File: src/hdl/pstg_pkg.sv
// Shared types and constants for the polyphonic square tone generator.
// No dependencies; imported by every module of the block.
`timescale 1ns / 1ps
`default_nettype none

package pstg_pkg;

    localparam int unsigned CLOCK_HZ = 16000000;

    localparam int BASE_W  = 16;
    localparam int KEY_W   = 8;
    localparam int MULT_W  = 5;
    localparam int DUTY_W  = 9;
    localparam int PHASE_W = 32;
    localparam int AGE_W   = 32;

    localparam logic [MULT_W-1:0] MULT_MIN = MULT_W'(1);
    localparam logic [MULT_W-1:0] MULT_MAX = MULT_W'(16);

    // increment divider: four quotient bits per cycle
    localparam int PROD_W     = BASE_W + MULT_W;
    localparam int DIGIT_W    = 4;
    localparam int INC_STEPS  = (PROD_W + PHASE_W + DIGIT_W - 1) / DIGIT_W;
    localparam int NUM_W      = INC_STEPS * DIGIT_W;
    localparam int STEP_CNT_W = $clog2(INC_STEPS);

    typedef enum logic [1:0] {
        ACT_NOTE_ON  = 2'd0,
        ACT_NOTE_OFF = 2'd1,
        ACT_ALL_OFF  = 2'd2,
        ACT_TICK     = 2'd3
    } action_t;

    typedef enum logic [2:0] {
        ST_IDLE,
        ST_SCAN,
        ST_ON_APPLY,
        ST_OFF_APPLY,
        ST_TICK_VOICE,
        ST_TICK_WAIT,
        ST_EMIT
    } state_t;

endpackage

`default_nettype wire

File: src/hdl/pstg_inc_unit.sv
// Phase increment unit: (base * mult * 2^32) / sample rate, low 32 bits.
// Radix-16 restoring divider, one digit per cycle. Uses pstg_pkg.
`timescale 1ns / 1ps
`default_nettype none

module pstg_inc_unit
    import pstg_pkg::*;
#(
    parameter int PWM_TOP = 511
)
(
    input  wire logic               clk,
    input  wire logic               rst_n,
    input  wire logic               start,
    input  wire logic [BASE_W-1:0]  base_freq,
    input  wire logic [MULT_W-1:0]  mult,
    output logic                    done,
    output logic [PHASE_W-1:0]      inc
);

    localparam int unsigned RATE = CLOCK_HZ / (PWM_TOP + 1);
    localparam int RW = $clog2(RATE);
    localparam logic [RW:0] RATE_C = (RW + 1)'(RATE);
    localparam logic [STEP_CNT_W-1:0] LAST_STEP = STEP_CNT_W'(INC_STEPS - 1);

    logic                  busy_reg, busy_next;
    logic                  done_reg, done_next;
    logic [STEP_CNT_W-1:0] cnt_reg, cnt_next;
    logic [RW-1:0]         rem_reg, rem_next;
    logic [PHASE_W-1:0]    quo_reg, quo_next;
    logic [NUM_W-1:0]      num_reg, num_next;
    logic [PROD_W-1:0]     prod;
    logic [RW-1:0]         rem_step;
    logic [PHASE_W-1:0]    quo_step;

    assign prod = PROD_W'(base_freq) * PROD_W'(mult);

    always_comb
    begin : digit_step
        logic [RW:0] t;
        rem_step = rem_reg;
        quo_step = quo_reg;
        for (int j = 0; j < DIGIT_W; j++)
        begin
            t = {rem_step, num_reg[NUM_W-1-j]};
            if (t >= RATE_C)
            begin
                t        = t - RATE_C;
                quo_step = {quo_step[PHASE_W-2:0], 1'b1};
            end
            else
            begin
                quo_step = {quo_step[PHASE_W-2:0], 1'b0};
            end
            rem_step = t[RW-1:0];
        end
    end

    always_comb
    begin
        busy_next = busy_reg;
        done_next = 1'b0;
        cnt_next  = cnt_reg;
        rem_next  = rem_reg;
        quo_next  = quo_reg;
        num_next  = num_reg;
        if (start)
        begin
            busy_next = 1'b1;
            cnt_next  = '0;
            rem_next  = '0;
            quo_next  = '0;
            num_next  = NUM_W'({prod, {PHASE_W{1'b0}}});
        end
        else if (busy_reg)
        begin
            rem_next = rem_step;
            quo_next = quo_step;
            num_next = num_reg << DIGIT_W;
            cnt_next = cnt_reg + 1'b1;
            if (cnt_reg == LAST_STEP)
            begin
                busy_next = 1'b0;
                done_next = 1'b1;
            end
        end
    end

    always_ff @(posedge clk or negedge rst_n)
    begin
        if (!rst_n)
        begin
            busy_reg <= 1'b0;
            done_reg <= 1'b0;
            cnt_reg  <= '0;
        end
        else
        begin
            busy_reg <= busy_next;
            done_reg <= done_next;
            cnt_reg  <= cnt_next;
        end
    end

    always_ff @(posedge clk)
    begin
        rem_reg <= rem_next;
        quo_reg <= quo_next;
        num_reg <= num_next;
    end

    assign done = done_reg;
    assign inc  = quo_reg;

endmodule

`default_nettype wire

File: src/hdl/pstg_out_reg.sv
// Output word register with valid/stall handshake.
// Loads a new duty word whenever the held one is taken or absent. Uses pstg_pkg.
`timescale 1ns / 1ps
`default_nettype none

module pstg_out_reg
    import pstg_pkg::*;
(
    input  wire logic              clk,
    input  wire logic              rst_n,
    input  wire logic              load,
    input  wire logic [DUTY_W-1:0] din,
    output logic                   room,
    output logic                   valid,
    input  wire logic              stall,
    output logic [DUTY_W-1:0]      dout
);

    logic              valid_reg, valid_next;
    logic [DUTY_W-1:0] data_reg, data_next;

    assign room = !valid_reg || !stall;

    always_comb
    begin
        valid_next = valid_reg;
        data_next  = data_reg;
        if (room)
        begin
            valid_next = load;
            if (load)
            begin
                data_next = din;
            end
        end
    end

    always_ff @(posedge clk or negedge rst_n)
    begin
        if (!rst_n)
        begin
            valid_reg <= 1'b0;
        end
        else
        begin
            valid_reg <= valid_next;
        end
    end

    always_ff @(posedge clk)
    begin
        data_reg <= data_next;
    end

    assign valid = valid_reg;
    assign dout  = data_reg;

endmodule

`default_nettype wire

File: src/hdl/polyphonic_square_tone_generator.sv
// Polyphonic square tone generator: top level, voice store and sequencer.
// Uses pstg_pkg, pstg_inc_unit and pstg_out_reg.
//
// Input channel (in_valid/in_stall): action, key, base_freq. One word is
// taken at a time; in_stall stays high until the sequencer is idle again.
// Note-on and note-off scan the voices one per cycle (a note-on with zero
// base_freq is dropped). All-off clears every voice and emits the midpoint duty.
// A sample tick visits the voices one per cycle, but waits at each active
// voice while the phase increment divider (4 quotient bits per cycle) runs,
// then adds the increment to the voice's phase.
// Output channel (out_valid/out_stall): duty, held in an output register.
// While out_stall is high the word is held; a finished tick or all-off waits
// in ST_EMIT with in_stall high, so no input word is taken until it emits.
// freq_multiplier is written when freq_multiplier_we is high, clamped to
// 1..16, and applies to every phase increment started after the write.
// Reset (rst_n low, asynchronous) silences all voices, clears the age
// counter, sets the multiplier to 1 and empties the output register.
`timescale 1ns / 1ps
`default_nettype none

module polyphonic_square_tone_generator
    import pstg_pkg::*;
#(
    parameter int VOICES  = 4,
    parameter int PWM_TOP = 511
)
(
    input  wire logic              clk,
    input  wire logic              rst_n,
    input  wire logic              in_valid,
    output logic                   in_stall,
    input  wire logic [1:0]        action,
    input  wire logic [KEY_W-1:0]  key,
    input  wire logic [BASE_W-1:0] base_freq,
    input  wire logic              freq_multiplier_we,
    input  wire logic [MULT_W-1:0] freq_multiplier,
    output logic                   out_valid,
    input  wire logic              out_stall,
    output logic [DUTY_W-1:0]      duty
);

    localparam int VIDX_W = (VOICES > 1) ? $clog2(VOICES) : 1;
    localparam int ACC_W  = $clog2(PWM_TOP + 1) + 2;
    localparam int MID    = PWM_TOP / 2;
    localparam int AMP    = MID / VOICES;
    localparam logic signed [ACC_W-1:0] MID_C = ACC_W'(MID);
    localparam logic signed [ACC_W-1:0] AMP_C = ACC_W'(AMP);
    localparam logic signed [ACC_W-1:0] TOP_C = ACC_W'(PWM_TOP);
    localparam logic [VIDX_W-1:0] LAST_V = VIDX_W'(VOICES - 1);

    state_t                    state_reg, state_next;
    logic [VIDX_W-1:0]         vidx_reg, vidx_next;
    action_t                   act_reg, act_next;
    logic [KEY_W-1:0]          key_reg, key_next;
    logic [BASE_W-1:0]         base_reg, base_next;
    logic [VOICES-1:0]         active_reg, active_next;
    logic [AGE_W-1:0]          age_cnt_reg, age_cnt_next;
    logic [MULT_W-1:0]         mult_reg, mult_next;
    logic                      match_found_reg, match_found_next;
    logic [VIDX_W-1:0]         match_idx_reg, match_idx_next;
    logic                      free_found_reg, free_found_next;
    logic [VIDX_W-1:0]         free_idx_reg, free_idx_next;
    logic [VIDX_W-1:0]         best_idx_reg, best_idx_next;
    logic [AGE_W-1:0]          best_age_reg, best_age_next;
    logic signed [ACC_W-1:0]   acc_reg, acc_next;

    logic [KEY_W-1:0]          voice_key_reg   [VOICES];
    logic [BASE_W-1:0]         voice_base_reg  [VOICES];
    logic [PHASE_W-1:0]        voice_phase_reg [VOICES];
    logic [AGE_W-1:0]          voice_age_reg   [VOICES];

    logic                      accept;
    logic                      note_we;
    logic [VIDX_W-1:0]         note_idx;
    logic                      phase_we;
    logic [PHASE_W-1:0]        phase_sum;
    logic                      inc_start;
    logic                      inc_done;
    logic [PHASE_W-1:0]        inc;
    logic                      out_room;
    logic                      out_load;
    logic signed [ACC_W-1:0]   clamped;
    logic [DUTY_W-1:0]         duty_c;

    assign in_stall  = (state_reg != ST_IDLE);
    assign accept    = in_valid && !in_stall;
    assign phase_sum = voice_phase_reg[vidx_reg] + inc;

    always_comb
    begin
        if (acc_reg < 0)
        begin
            clamped = '0;
        end
        else if (acc_reg > TOP_C)
        begin
            clamped = TOP_C;
        end
        else
        begin
            clamped = acc_reg;
        end
        duty_c = DUTY_W'($unsigned(clamped));
    end

    always_comb
    begin
        if (!freq_multiplier_we)
        begin
            mult_next = mult_reg;
        end
        else if (freq_multiplier < MULT_MIN)
        begin
            mult_next = MULT_MIN;
        end
        else if (freq_multiplier > MULT_MAX)
        begin
            mult_next = MULT_MAX;
        end
        else
        begin
            mult_next = freq_multiplier;
        end
    end

    always_comb
    begin
        state_next       = state_reg;
        vidx_next        = vidx_reg;
        act_next         = act_reg;
        key_next         = key_reg;
        base_next        = base_reg;
        active_next      = active_reg;
        age_cnt_next     = age_cnt_reg;
        match_found_next = match_found_reg;
        match_idx_next   = match_idx_reg;
        free_found_next  = free_found_reg;
        free_idx_next    = free_idx_reg;
        best_idx_next    = best_idx_reg;
        best_age_next    = best_age_reg;
        acc_next         = acc_reg;
        note_we          = 1'b0;
        note_idx         = best_idx_reg;
        phase_we         = 1'b0;
        inc_start        = 1'b0;
        out_load         = 1'b0;

        case (state_reg)
            ST_IDLE:
            begin
                if (accept)
                begin
                    act_next         = action_t'(action);
                    key_next         = key;
                    base_next        = base_freq;
                    vidx_next        = '0;
                    match_found_next = 1'b0;
                    free_found_next  = 1'b0;
                    case (action_t'(action))
                        ACT_NOTE_ON:
                        begin
                            if (base_freq != '0)
                            begin
                                state_next = ST_SCAN;
                            end
                        end
                        ACT_NOTE_OFF:
                        begin
                            state_next = ST_SCAN;
                        end
                        ACT_ALL_OFF:
                        begin
                            active_next = '0;
                            acc_next    = MID_C;
                            state_next  = ST_EMIT;
                        end
                        ACT_TICK:
                        begin
                            acc_next   = MID_C;
                            state_next = ST_TICK_VOICE;
                        end
                        default:
                        begin
                            state_next = ST_IDLE;
                        end
                    endcase
                end
            end

            ST_SCAN:
            begin
                if (active_reg[vidx_reg] && voice_key_reg[vidx_reg] == key_reg
                    && !match_found_reg)
                begin
                    match_found_next = 1'b1;
                    match_idx_next   = vidx_reg;
                end
                if (!active_reg[vidx_reg] && !free_found_reg)
                begin
                    free_found_next = 1'b1;
                    free_idx_next   = vidx_reg;
                end
                // strict compare: on equal ages the lower voice is kept
                if (vidx_reg == '0 || voice_age_reg[vidx_reg] < best_age_reg)
                begin
                    best_idx_next = vidx_reg;
                    best_age_next = voice_age_reg[vidx_reg];
                end
                if (vidx_reg == LAST_V)
                begin
                    state_next = (act_reg == ACT_NOTE_ON) ? ST_ON_APPLY : ST_OFF_APPLY;
                end
                else
                begin
                    vidx_next = vidx_reg + 1'b1;
                end
            end

            ST_ON_APPLY:
            begin
                note_we = 1'b1;
                if (match_found_reg)
                begin
                    note_idx = match_idx_reg;
                end
                else if (free_found_reg)
                begin
                    note_idx = free_idx_reg;
                end
                else
                begin
                    note_idx = best_idx_reg;
                end
                active_next[note_idx] = 1'b1;
                age_cnt_next          = age_cnt_reg + 1'b1;
                state_next            = ST_IDLE;
            end

            ST_OFF_APPLY:
            begin
                if (match_found_reg)
                begin
                    active_next[match_idx_reg] = 1'b0;
                end
                state_next = ST_IDLE;
            end

            ST_TICK_VOICE:
            begin
                if (active_reg[vidx_reg])
                begin
                    inc_start  = 1'b1;
                    state_next = ST_TICK_WAIT;
                end
                else if (vidx_reg == LAST_V)
                begin
                    state_next = ST_EMIT;
                end
                else
                begin
                    vidx_next = vidx_reg + 1'b1;
                end
            end

            ST_TICK_WAIT:
            begin
                if (inc_done)
                begin
                    phase_we = 1'b1;
                    acc_next = phase_sum[PHASE_W-1] ? (acc_reg + AMP_C) : (acc_reg - AMP_C);
                    if (vidx_reg == LAST_V)
                    begin
                        state_next = ST_EMIT;
                    end
                    else
                    begin
                        vidx_next  = vidx_reg + 1'b1;
                        state_next = ST_TICK_VOICE;
                    end
                end
            end

            ST_EMIT:
            begin
                if (out_room)
                begin
                    out_load   = 1'b1;
                    state_next = ST_IDLE;
                end
            end

            default:
            begin
                state_next = ST_IDLE;
            end
        endcase
    end

    always_ff @(posedge clk or negedge rst_n)
    begin
        if (!rst_n)
        begin
            state_reg   <= ST_IDLE;
            vidx_reg    <= '0;
            active_reg  <= '0;
            age_cnt_reg <= '0;
            mult_reg    <= MULT_MIN;
        end
        else
        begin
            state_reg   <= state_next;
            vidx_reg    <= vidx_next;
            active_reg  <= active_next;
            age_cnt_reg <= age_cnt_next;
            mult_reg    <= mult_next;
        end
    end

    always_ff @(posedge clk)
    begin
        act_reg         <= act_next;
        key_reg         <= key_next;
        base_reg        <= base_next;
        match_found_reg <= match_found_next;
        match_idx_reg   <= match_idx_next;
        free_found_reg  <= free_found_next;
        free_idx_reg    <= free_idx_next;
        best_idx_reg    <= best_idx_next;
        best_age_reg    <= best_age_next;
        acc_reg         <= acc_next;
    end

    // voice store; entries only matter while the voice is active
    always_ff @(posedge clk)
    begin
        if (note_we)
        begin
            voice_key_reg[note_idx]   <= key_reg;
            voice_base_reg[note_idx]  <= base_reg;
            voice_phase_reg[note_idx] <= '0;
            voice_age_reg[note_idx]   <= age_cnt_reg;
        end
        else if (phase_we)
        begin
            voice_phase_reg[vidx_reg] <= phase_sum;
        end
    end

    pstg_inc_unit #(
        .PWM_TOP   (PWM_TOP)
    ) u_inc (
        .clk       (clk),
        .rst_n     (rst_n),
        .start     (inc_start),
        .base_freq (voice_base_reg[vidx_reg]),
        .mult      (mult_reg),
        .done      (inc_done),
        .inc       (inc)
    );

    pstg_out_reg u_out (
        .clk       (clk),
        .rst_n     (rst_n),
        .load      (out_load),
        .din       (duty_c),
        .room      (out_room),
        .valid     (out_valid),
        .stall     (out_stall),
        .dout      (duty)
    );

endmodule

`default_nettype wire
File: config.mk
export PLATFORM = sky130hd
export DESIGN_NAME = polyphonic_square_tone_generator
export DESIGN_NICKNAME = d
export VERILOG_FILES = /design/src/hdl/pstg_pkg.sv /design/src/hdl/pstg_inc_unit.sv /design/src/hdl/pstg_out_reg.sv /design/src/hdl/polyphonic_square_tone_generator.sv
export SDC_FILE = /design/constraint.sdc
export NUM_CORES = 1
export LEC_CHECK = 0
export BUFFER_PORTS_ARGS = -buffer_cell sky130_fd_sc_hd__buf_2
export CAP_MARGIN = 20
export CORE_MARGIN = 2
export CORE_UTILIZATION = 60
export DETAILED_ROUTE_END_ITERATION = 8
export HOLD_SLACK_MARGIN = 0.05
export PLACE_DENSITY = 0.75
export SLEW_MARGIN = 5
export SYNTH_ARGS = -nofsm -noshare
export SYNTH_HDL_FRONTEND = slang
export SYNTH_HIERARCHICAL = 1
export SYNTH_SLANG_ARGS = --single-unit
File: constraint.sdc
create_clock -name clk -period 9.3 [get_ports clk]
set_input_delay 1.86 -clock clk [delete_from_list [all_inputs] [get_ports clk]]
set_output_delay 1.86 -clock clk [all_outputs]
set_load 0.01 [all_outputs]
==> metrics.md <==
| Metric | Value |
|---|---|
| CTS tree | built |
| Area growth syn-to-layout | 9.59% |
| H-tree depth reported by CTS | 2 |
| Max Cap Viol | 0 |
| YS warnings | 6 |
| HPWL after detailed placement | between 30 and 40 mm |
| Total of flip-flops plus latches after synthesis | about 560 |
| Cell variety after synth | between 100 and 150 |
| Horizontal extent of the die | ~220 microns |
| Most congested layer reported by global routing | met2 |
| GRT Total Usage | between 20% and 30% |
| Vias in the first global route | around 18,000 |
| Commonest cells after routing, fill and taps aside | edfxtp_1 (459), nor2_1 (165), nand2_1 (135) |
| P_sw | 4.66 mW |
| Required time worst endpoint | just under 10 ns |
| Setup TNS | 0 ns |
| Slew at the pin closest to its max-slew limit | between 1 and 1.5 ns |
| Die height | around 220 microns |
| Post-detailed-route via-to-cell ratio | just over 6 |
| Simple-Gate Fraction of Synth Area | 10.1% |
| Hold Vio Cnt, Final | 0 |
| Total inserted antenna cells | 0 |
| Number of detailed-routing iterations run before antenna repair | 6 |
| Met2 track demand over resource | between 40% and 50% |
| Design internal power | between 6 and 7 mW |
| Post-synthesis mux area share | 9.77% |
| Hold Crit Class | reg -> reg |
| Endpoint class of the critical path | register |
| DRC Markers | 0 |
| First-pass GRT wire length | a little under 100 mm |
| Share of cells above drive strength 1 | ~15% |
| Hold-fix buffers, CTS | 0 |
| Static leakage | between 10 and 15 nW |
| Post-synthesis instance area | between 20,000 and 30,000 sq um |
| Net Sw Frac | between 40 and 50% |
| Met3 global-route usage | 3.86% |
| Number of DRC violations after detailed-routing iteration 0 | 1,423 |
| Sequential fraction of the synthesis area | 56.2% |
| Core Rows | 80 |
| Floorplan core area | roughly 47,000 sq um |
| Synthesized Nets | roughly 2,400 |
| Compound-cell area share of the yosys netlist | 8.99% |
| # fillers | ~3,300 |
| Number of top-level pins | 47 |
| Power Dens Cells | 370 nW/um^2 |
| Average routed wire per standard cell | 20.9 microns |
| Ys async rst share | under 10% |
| Overall via count from detail_route | 17,400 |
| Xor-xnor portion of the synthesized cell area | 3.70% |
| Number of clock sinks seen by CTS | between 500 and 600 |
| Final WL | just under 60 mm |
| Number of buffers added on ports | between 40 and 50 |
| Post-Synthesis Cells | ~2,200 |
| Leading cell type in the layout, fill and taps excluded | edfxtp_1 |
| Final weighted congestion in routability-driven placement | between 0.9 and 1 |
| Unrepaired setup endpoints after global routing | false |
| Worst setup path category | reg -> reg |
| Clk_lat worst skew | 0.63 ns |
| Adder-Cell Fraction of Synth Area | approximately 7.7% |
| Worst hold slack after final layout | between 0.4 and 0.5 ns |
| Startpoint type of the worst setup path | register |
| Setup skew after layout | 0.0194 ns |
| Number of buffers added by the clock tree synthesis step | between 50 and 60 |
| Global routing usage on met1 | approximately 33% |
| Die footprint | 49,500 sq um |
| Maximum fanout along the worst path | 35 |
| Largest net degree at the start of global routing | 72 |
| Most used flip-flop cell after synthesis | edfxtp_1 |
| Flop pwr share | 31.3% |
| Net count of the finished layout | 2,371 |
| Final-report setup violation count | 0 |
| Initial Utilization | approximately three fifths |
| Combinational family with the most area after synthesis | simple AND/OR/NAND/NOR gates |
| Mean cell area of the mapped netlist | approximately 13 sq um |
| Tightest slew margin relative to the limit | between 20% and 30% |
| Fin crit share | 70.8% |
| Area used by multi-input combinational logic | 11,600 sq um |
| Sequential cell area in the final layout | approximately 16,000 sq um |
| GR Overflow Total | 0 |
| Fmax | 152 MHz |
| Buffer depth of the longest clock path | 3 |
| Max-slew violation total from the final report | 0 |
| Combinational fraction of design power | 47.8% |
| Post-route minimum period | around 6.6 ns |
| Run status | complete, no violations |
| Initial antenna violation count | 0 |
| Number of setup buffers added after CTS | 0 |
| Number of flops mapped to enable cells by yosys | around 460 |
| FF-to-FF setup slack | 2.72 ns |
| Remaining number of nets flagged by the antenna check after routing | 0 |
| Clock transition at the register clock pins on the worst setup and hold paths after CTS | around 0.070 ns |
| Clock root cell | clkbuf_16 |
| Count of instances resized after the clock tree is built | 0 |
| Peak supply drop | roughly 400 uV |
| Endpoint arrival time on the critical path | approximately 7 ns |
| Proportion of power drawn by the clock network | a little over a fifth |
-- synth_stat cells, drive strengths merged (17+ instances only) --
| cell | count | share of area, % |
|---|---|---|
| o21bai | 22 | 0.58 |
| nand2 | 135 | 1.8 |
| ha | 105 | 4.6 |
| nand4 | 19 | 0.44 |
| mux2 | 23 | 0.92 |
| fa | 44 | 3.1 |
| xor2 | 35 | 1.1 |
| a211oi | 27 | 0.80 |
| o21a | 18 | 0.47 |
| and2 | 51 | 1.1 |
| xnor2 | 86 | 2.6 |
| buf | 59 | 1.4 |
| dfrtp | 52 | 4.5 |
| edfxtp | 459 | 48 |
| nand2b | 17 | 0.40 |
| a31oi | 21 | 0.51 |
| mux4 | 89 | 7.0 |
| inv | 120 | 1.6 |
| nor2 | 179 | 2.5 |
| clkbuf | 45 | 0.59 |
| and3 | 24 | 0.56 |
| mux2i | 53 | 1.9 |
| a21oi | 83 | 1.5 |
| dfxtp | 50 | 3.5 |
| nand3 | 42 | 0.79 |
| nor3 | 35 | 0.61 |
| a21o | 37 | 0.97 |
| o21ai | 72 | 1.3 |
-- worst max-delay path, cell delays in order, from the launching register on --
cell and delay [ns]:
dfrtp_4 0.92, mux4_2 0.66, nand2_1 0.11, fa_1 0.45, fa_1 0.52, fa_1 0.54
inv_1 0.05, ha_1 0.33, a21o_1 0.19, a21oi_1 0.21, o21bai_1 0.09, a21oi_1 0.23
o21bai_1 0.09, a21oi_1 0.25, o21bai_1 0.09, a21oi_1 0.22, o21bai_1 0.08, a21oi_1 0.23
o21bai_1 0.09, a21oi_1 0.29, o21ai_0 0.14, a31oi_1 0.21, xnor2_1 0.08, mux2_2 0.26
-- through the flow --
step,utilization [%],power [mW],setup WS (ns),cells,area (sq um)
6_report,66.2,11.6,2.72,2850,31400
5_1_grt,66.2,12.4,2.19,2850,31400
4_1_cts,66.0,11.6,2.72,2846,31300
3_5_place_dp,61.8,9.09,2.72,2738,29300
3_3_place_gp,61.8,8.95,2.74,2738,29300
2_1_floorplan,-,7.93,2.89,2166,28700
-- layout make-up --
type                    instances  area share [%]
multi-input cells            1380            37.0
flip-flops and latches        562            51.3
clock buffers                  71            4.94
repair buffers                 65            1.39
clock inverters                37            1.49
inverters                     120            1.43
well taps                     615            2.45
-- worst paths after layout --
| kind | start | to | cells past startpoint |
|---|---|---|---|
| worst max-delay path | vidx_reg[0] | u_inc/num_reg[52] | 23 |
| worst min-delay path | active_reg[1] | active_reg[1] | 1 |
| worst max register to register | vidx_reg[0] | u_inc/num_reg[52] | 23 |
| worst min register to register | active_reg[1] | active_reg[1] | 1 |
| max in group asynchronous | rst_n | vidx_reg[1] | 2 |
| min in group asynchronous | rst_n | age_cnt_reg[6] | 2 |
-- power groups by stage --
| stage | registers (mW) | clock network (mW) | logic [mW] |
|---|---|---|---|
| after floorplan | 3.43 | 0 | 4.50 |
| after global placement | 3.66 | 0 | 5.28 |
| after detailed placement | 3.68 | 0 | 5.41 |
| after CTS | 3.64 | 2.46 | 5.47 |
| after global routing | 3.70 | 2.55 | 6.11 |
| final | 3.64 | 2.42 | 5.55 |
-- metal layers --
layer  wire (microns)  share of wire [%]
met1            25500                 43
met2            29200                 49
met3             3210                5.4
met4             1560                2.6
met5                0                  0
-- logic make-up after synthesis --
| logic type | Yosys count |
|---|---|
| fa+ha+maj | 149 |
| buf+inv | 224 |
| simple gates | 577 |
| compound gates | 368 |
| xor+xnor | 121 |
| mux | 165 |
| flops | 562 |
Power figures use the tool's default switching activity.
